[src/rtl/spq_pkg.sv]
`timescale 1ns / 1ps
// Shared types, sizes and codes for the sorted priority queue.
// No dependencies; every other file imports this package.
package spq_pkg;

    localparam int DEPTH        = 16;
    localparam int PAYLOAD_BITS = 32;

    localparam int PRIO_W  = 16;
    localparam int DATA_W  = 32;
    localparam int KIND_W  = 2;
    localparam int STAT_W  = 2;
    localparam int CAP_W   = 5;
    localparam int CNTO_W  = 5;
    localparam int CNT_W   = $clog2(DEPTH + 1);
    localparam int CMP_W   = (CNT_W > CAP_W) ? CNT_W : CAP_W;

    localparam logic [CAP_W-1:0] CAP_RESET = CAP_W'(16);

    // operation codes
    localparam logic [KIND_W-1:0] OP_ENQ   = 2'd0;
    localparam logic [KIND_W-1:0] OP_DEQ   = 2'd1;
    localparam logic [KIND_W-1:0] OP_PEEK  = 2'd2;
    localparam logic [KIND_W-1:0] OP_CLEAR = 2'd3;

    // result status codes
    localparam logic [STAT_W-1:0] ST_OK    = 2'd0;
    localparam logic [STAT_W-1:0] ST_FULL  = 2'd1;
    localparam logic [STAT_W-1:0] ST_EMPTY = 2'd2;

    typedef struct packed {
        logic signed [PRIO_W-1:0]       prio;
        logic        [PAYLOAD_BITS-1:0] data;
    } entry_t;

    // per-cycle command broadcast to every cell
    typedef struct packed {
        logic ins;
        logic del;
    } cell_ctl_t;

    function automatic logic [PAYLOAD_BITS-1:0] pay_in(input logic [DATA_W-1:0] d);
        logic [63:0] w;
        w = 64'(d);
        return w[PAYLOAD_BITS-1:0];
    endfunction

    function automatic logic [DATA_W-1:0] pay_out(input logic [PAYLOAD_BITS-1:0] d);
        logic [63:0] w;
        w = 64'(d);
        return w[DATA_W-1:0];
    endfunction

endpackage

[src/rtl/spq_cell.sv]
`timescale 1ns / 1ps
// One slot of the sorted chain: holds an entry, shifts right on insert,
// left on removal. Depends on spq_pkg.
module spq_cell
    import spq_pkg::*;
(
    input  logic      aclk,
    input  cell_ctl_t ctl,
    input  logic      occ,        // slot holds a live entry
    input  entry_t    new_entry,
    input  logic      left_keep,  // left neighbor stays in place on insert
    input  entry_t    left_entry,
    input  entry_t    right_entry,
    output logic      keep,
    output entry_t    entry
);

    entry_t entry_reg;
    entry_t entry_next;

    // ties stay ahead of the new entry: first come, first served
    assign keep = occ && ($signed(entry_reg.prio) >= $signed(new_entry.prio));

    always_comb begin
        entry_next = entry_reg;
        if (ctl.ins && !keep) begin
            entry_next = left_keep ? new_entry : left_entry;
        end else if (ctl.del) begin
            entry_next = right_entry;
        end
    end

    always_ff @(posedge aclk) begin
        entry_reg <= entry_next;
    end

    assign entry = entry_reg;

endmodule

[src/rtl/sorted_priority_queue.sv]
`timescale 1ns / 1ps
// Sorted priority queue: a row of DEPTH compare-and-shift cells, head in cell 0.
// The result beat is registered and presented in the cycle after the input beat is accepted.
// Throughput: one operation per cycle; every cell updates in the same cycle, so
// the only limit is the output register draining (s_tready = !m_tvalid || m_tready).
// Reset (aresetn low, synchronous): count 0, capacity 16, no result pending.
// Slot contents are not reset; only slots below the count are ever read.
module sorted_priority_queue
    import spq_pkg::*;
(
    input  logic             aclk,
    input  logic             aresetn,

    input  logic             cfg_wr_en,
    input  logic [CAP_W-1:0] cfg_wr_data,   // capacity

    input  logic             s_tvalid,
    output logic             s_tready,
    input  logic [47:0]      s_tdata,       // [15:0] priority_req, [47:16] payload
    input  logic [1:0]       s_tuser,       // [1:0] kind

    output logic             m_tvalid,
    input  logic             m_tready,
    output logic [55:0]      m_tdata,       // [15:0] head_priority, [47:16] head_payload,
                                            // [52:48] count, [55:53] zero
    output logic [1:0]       m_tuser        // [1:0] status
);

    // ---------------- configuration ----------------
    logic [CAP_W-1:0] cap_reg;

    always_ff @(posedge aclk) begin
        if (!aresetn) begin
            cap_reg <= CAP_RESET;
        end else if (cfg_wr_en) begin
            cap_reg <= cfg_wr_data;
        end
    end

    // ---------------- input beat decode ----------------
    logic              s_fire;
    logic [KIND_W-1:0] kind;
    entry_t            new_entry;

    assign s_fire          = s_tvalid && s_tready;
    assign kind            = s_tuser;
    assign new_entry.prio  = s_tdata[PRIO_W-1:0];
    assign new_entry.data  = pay_in(s_tdata[PRIO_W +: DATA_W]);

    // ---------------- occupancy ----------------
    logic [CNT_W-1:0] count_reg;
    logic [CNT_W-1:0] count_next;
    logic [CMP_W-1:0] limit;
    logic             full;
    logic             empty;

    // effective limit is min(capacity, DEPTH)
    assign limit = (CMP_W'(cap_reg) < CMP_W'(DEPTH)) ? CMP_W'(cap_reg) : CMP_W'(DEPTH);
    assign full  = CMP_W'(count_reg) >= limit;
    assign empty = (count_reg == '0);

    cell_ctl_t ctl;
    assign ctl.ins = s_fire && (kind == OP_ENQ) && !full;
    assign ctl.del = s_fire && (kind == OP_DEQ) && !empty;

    always_comb begin
        count_next = count_reg;
        if (s_fire) begin
            unique case (kind)
                OP_ENQ:   if (!full)  count_next = count_reg + CNT_W'(1);
                OP_DEQ:   if (!empty) count_next = count_reg - CNT_W'(1);
                OP_PEEK:  count_next = count_reg;
                OP_CLEAR: count_next = '0;
                default:  count_next = count_reg;
            endcase
        end
    end

    always_ff @(posedge aclk) begin
        if (!aresetn) begin
            count_reg <= '0;
        end else begin
            count_reg <= count_next;
        end
    end

    // ---------------- cell chain ----------------
    entry_t cell_entry [DEPTH];
    logic   cell_keep  [DEPTH];

    genvar gi;
    generate
        for (gi = 0; gi < DEPTH; gi++) begin : g_cell
            entry_t left_e;
            entry_t right_e;
            logic   left_k;

            if (gi == 0) begin : g_first
                assign left_e = new_entry;
                assign left_k = 1'b1;
            end else begin : g_mid
                assign left_e = cell_entry[gi-1];
                assign left_k = cell_keep[gi-1];
            end

            if (gi == DEPTH - 1) begin : g_last
                assign right_e = cell_entry[gi];
            end else begin : g_body
                assign right_e = cell_entry[gi+1];
            end

            spq_cell u_cell (
                .aclk        (aclk),
                .ctl         (ctl),
                .occ         (CNT_W'(gi) < count_reg),
                .new_entry   (new_entry),
                .left_keep   (left_k),
                .left_entry  (left_e),
                .right_entry (right_e),
                .keep        (cell_keep[gi]),
                .entry       (cell_entry[gi])
            );
        end
    endgenerate

    // ---------------- result ----------------
    logic [STAT_W-1:0] status;
    logic [PRIO_W-1:0] head_prio;
    logic [DATA_W-1:0] head_data;
    logic [CMP_W-1:0]  count_wide;

    always_comb begin
        status    = ST_OK;
        head_prio = '0;
        head_data = '0;
        unique case (kind)
            OP_ENQ: begin
                if (full) status = ST_FULL;
            end
            OP_DEQ, OP_PEEK: begin
                if (empty) begin
                    status = ST_EMPTY;
                end else begin
                    head_prio = cell_entry[0].prio;
                    head_data = pay_out(cell_entry[0].data);
                end
            end
            OP_CLEAR: status = ST_OK;
            default:  status = ST_OK;
        endcase
    end

    assign count_wide = CMP_W'(count_next);

    // output register: takes a new beat whenever it is empty or being drained
    logic        m_tvalid_reg;
    logic [55:0] m_tdata_reg;
    logic [1:0]  m_tuser_reg;

    assign s_tready = !m_tvalid_reg || m_tready;

    always_ff @(posedge aclk) begin
        if (!aresetn) begin
            m_tvalid_reg <= 1'b0;
        end else if (s_tready) begin
            m_tvalid_reg <= s_tvalid;
        end
    end

    always_ff @(posedge aclk) begin
        if (s_fire) begin
            m_tdata_reg <= {3'b000, count_wide[CNTO_W-1:0], head_data, head_prio};
            m_tuser_reg <= status;
        end
    end

    assign m_tvalid = m_tvalid_reg;
    assign m_tdata  = m_tdata_reg;
    assign m_tuser  = m_tuser_reg;

    // ---------------- assertions ----------------
    a_count_bound: assert property (@(posedge aclk) disable iff (!aresetn)
        CMP_W'(count_reg) <= CMP_W'(DEPTH))
        else $error("entry count above DEPTH");

    a_enq_grows: assert property (@(posedge aclk) disable iff (!aresetn)
        (s_fire && (kind == OP_ENQ) && !full) |=> (count_reg == $past(count_reg) + CNT_W'(1)))
        else $error("accepted enqueue did not grow the count");

    a_clear_empties: assert property (@(posedge aclk) disable iff (!aresetn)
        (s_fire && (kind == OP_CLEAR)) |=> (count_reg == '0))
        else $error("clear left entries behind");

    a_empty_head_zero: assert property (@(posedge aclk) disable iff (!aresetn)
        (m_tvalid && (m_tuser == ST_EMPTY)) |-> (m_tdata[47:0] == '0))
        else $error("empty result carries head data");

endmodule
[config.mk]
export PLATFORM = sky130hd
export DESIGN_NAME = sorted_priority_queue
export DESIGN_NICKNAME = d
export VERILOG_FILES = /design/src/rtl/spq_pkg.sv /design/src/rtl/spq_cell.sv /design/src/rtl/sorted_priority_queue.sv
export SDC_FILE = /design/constraint.sdc
export NUM_CORES = 2
export LEC_CHECK = 0
export ABC_AREA = 1
export BUFFER_PORTS_ARGS = -buffer_cell sky130_fd_sc_hd__buf_2
export CORE_MARGIN = 5
export CORE_UTILIZATION = 55
export DETAILED_ROUTE_END_ITERATION = 7
export GPL_ROUTABILITY_DRIVEN = 1
export PLACE_DENSITY = 0.81
export SLEW_MARGIN = 40
export SYNTH_ARGS = -nofsm -noshare
export SYNTH_HDL_FRONTEND = slang
export SYNTH_HIERARCHICAL = 1
export SYNTH_SLANG_ARGS = --single-unit
[constraint.sdc]
create_clock -name aclk -period 6.8 [get_ports aclk]
set_clock_uncertainty 0.15 [all_clocks]
set_input_delay 0.34 -clock aclk [delete_from_list [all_inputs] [get_ports aclk]]
set_output_delay 0.34 -clock aclk [all_outputs]
set_load 0.03 [all_outputs]
==> impl_metrics.env <==
export IMPL_status="finished, final reports clean"
export IMPL_critical_path_class="flop to flop"
export IMPL_clk_latency_ps=680
export IMPL_routed_via_density=5.74
export IMPL_fmax_ghz=0.229
export IMPL_clockBufferDepth=3
export IMPL_wl_mm=131
export IMPL_hold_buffers=17
export IMPL_dr_total_vias=42651
export IMPL_drtAntennaViolNets=0
export IMPL_die_area_mm2=0.104
export IMPL_nNetsFinal=6412
export IMPL_ir_drop_mv=0.185
export IMPL_power_leakage_nw=26.1
export IMPL_route_met2_wl_mm=59.1
export IMPL_detail_route_iter0_violations=5013
export IMPL_gr_total_overflow=0
export IMPL_cts_clk_slew_worst_paths_ps=60
export IMPL_drt_met1_wl_mm=56.4
export IMPL_cts_setup_buffers=0
export IMPL_grt_max_degree=98
export IMPL_ctsHtreeMaxLevel=3
export IMPL_wl_per_cell_um=17.6
export IMPL_path_max_fanout=51
export IMPL_final_hold_viol_count=0
export IMPL_core_area_mm2=0.0969
export IMPL_synth_area_mm2=0.0537
export IMPL_grt_pass1_vias=40376
export IMPL_highest_layer="met4"
export IMPL_die_h_um=323
export IMPL_fill_cells=7826
export IMPL_post_route_util_pct=59.6
export IMPL_multiInputGateArea_mm2=0.0250
export IMPL_p_int_w=0.00982
export IMPL_grt_first_pass_wirelength_mm=210
export IMPL_comb_power_share_pct=19.2
export IMPL_syn_to_final_growth_pct=7.35
export IMPL_cp_data_arrival_time_ps=4580
export IMPL_grt_usage_pct=24.2
export IMPL_pre_cts_slack_ps=2340
export IMPL_syn_inst=6161
export IMPL_start_util_pct=55.5
export IMPL_p_per_area_mw_per_mm2=241
export IMPL_io_pins=120
export IMPL_fin_ws_ps=2430
export IMPL_drc=0
export IMPL_gp_congestion=0.858
export IMPL_seq_area_mm2=0.0249
export IMPL_maxCapViolations=0
export IMPL_post_dp_hpwl_mm=91.6
export IMPL_clockRootBuffer="clkbuf_16"
export IMPL_fin_crit_sh_pct=64.3
export IMPL_cts_buffers=91
export IMPL_dr_pass1_iters=6
export IMPL_period_needed_ps=4370
export IMPL_syn_avg_cell_area_um2=8.72
export IMPL_fp_dieW_um=323
export IMPL_cts_resized=0
export IMPL_yosys_warnings=6
export IMPL_tightest_slew_ps=875
export IMPL_final_max_slew_viol_count=0
export IMPL_setup_viol=0
export IMPL_met3_length_mm=12.8
export IMPL_p_clk_share_pct=35.0
export IMPL_max_slew_margin_rel_pct=41.0
export IMPL_startpoint_type="flop"
export IMPL_hold_class="primary input to flop"
export IMPL_rows=114
export IMPL_antenna_found_initial=4
export IMPL_largest_reg_flops=768
export IMPL_layout_drive_gt1_share_pct=15.6
export IMPL_rsz0062_at_grt="no"
export IMPL_switching_share_pct=29.4
export IMPL_setup_tns_ps=0
export IMPL_cts_sinks=834
export IMPL_cts_tree="built"
export IMPL_power_switching_w=0.00410
export IMPL_io_buffers=116
export IMPL_cp_end_kind="flop"
export IMPL_required_ps=7010
export IMPL_seq_power_share_pct=45.8
==> final timing paths <==
path,startpoint,to,slack [ps],cells after the start
worst max-delay path,count_reg[2],g_cell[0].u_cell/entry[13],2430,11
worst min-delay path,s_tvalid,count_reg[2],70,5
worst max register to register,count_reg[2],g_cell[0].u_cell/entry[13],2430,11
worst min register to register,g_cell[15].u_cell/entry[25],g_cell[14].u_cell/entry[25],370,2
==> per-layer routing <==
metal  vias to the layer above  global-route usage [%]
li1                      20487                       -
met1                     19811                    35.0
met2                      2153                    38.9
met3                       200                    3.41
met4                         0                    6.40
met5                         -                       0
==> final cells by class <==
class                      count  share of cell area (%)
tap                         1276                    2.77
multi-input combinational   4440                    43.3
timing repair buffer         192                    2.14
clock inverter                61                   0.993
sequential                   834                    43.2
clock buffer                 103                    4.08
antenna                        4                  0.0174
inverter                     524                    3.43
==> layout by cell type (no fill, tap or decap), types with 8 or more instances in the layout <==
cell type / n
nand2_1: 2001
nand3_1: 825
edfxtp_1: 823
mux2_2: 528
inv_1: 504
a21oi_1: 330
nor2_1: 323
ha_1: 269
buf_2: 116
clkbuf_16: 92
buf_4: 55
nand4_1: 36
nand2_2: 32
nor2_2: 32
clkinv_1: 23
nand2_4: 19
nand3_2: 17
clkinv_2: 17
dlygate4sd3_1: 17
inv_2: 15
o21ai_0: 13
dfxtp_1: 11
clkbuf_1: 10
clkinvlp_4: 8
==> stage by stage <==
| stage | total power, W | cell area [um^2] | hold WS [ps] | cells |
|---|---|---|---|---|
| 5_1_grt | 0.0145 | 57700 | 153 | 7434 |
| 4_1_cts | 0.0139 | 57600 | 47.3 | 7430 |
| 2_1_floorplan | 0.00846 | 53700 | 280 | 6163 |
| 6_report | 0.0139 | 57700 | 71.3 | 7434 |
| 3_3_place_gp | 0.00898 | 54500 | 310 | 7249 |
| 3_5_place_dp | 0.00908 | 54600 | 307 | 7249 |
==> power by group through the flow <==
stage	logic, W	registers, W	clock network [W]
final	0.00268	0.00638	0.00487
after detailed placement	0.00260	0.00648	0
after global routing	0.00297	0.00641	0.00514
after CTS	0.00264	0.00637	0.00492
after global placement	0.00251	0.00647	0
after floorplan	0.00200	0.00646	0
==> critical path, stage by stage (launching register included) <==
cell and delay, ps:
dfxtp_1 690, ha_1 350, nand2_1 60, nor2_1 40, nand2_1 150, nand3_2 210
nor2_4 590, buf_12 350, nand2_2 70, buf_4 300, nand2_2 680, buf_4 370
Power figures use the tool's default switching activity.
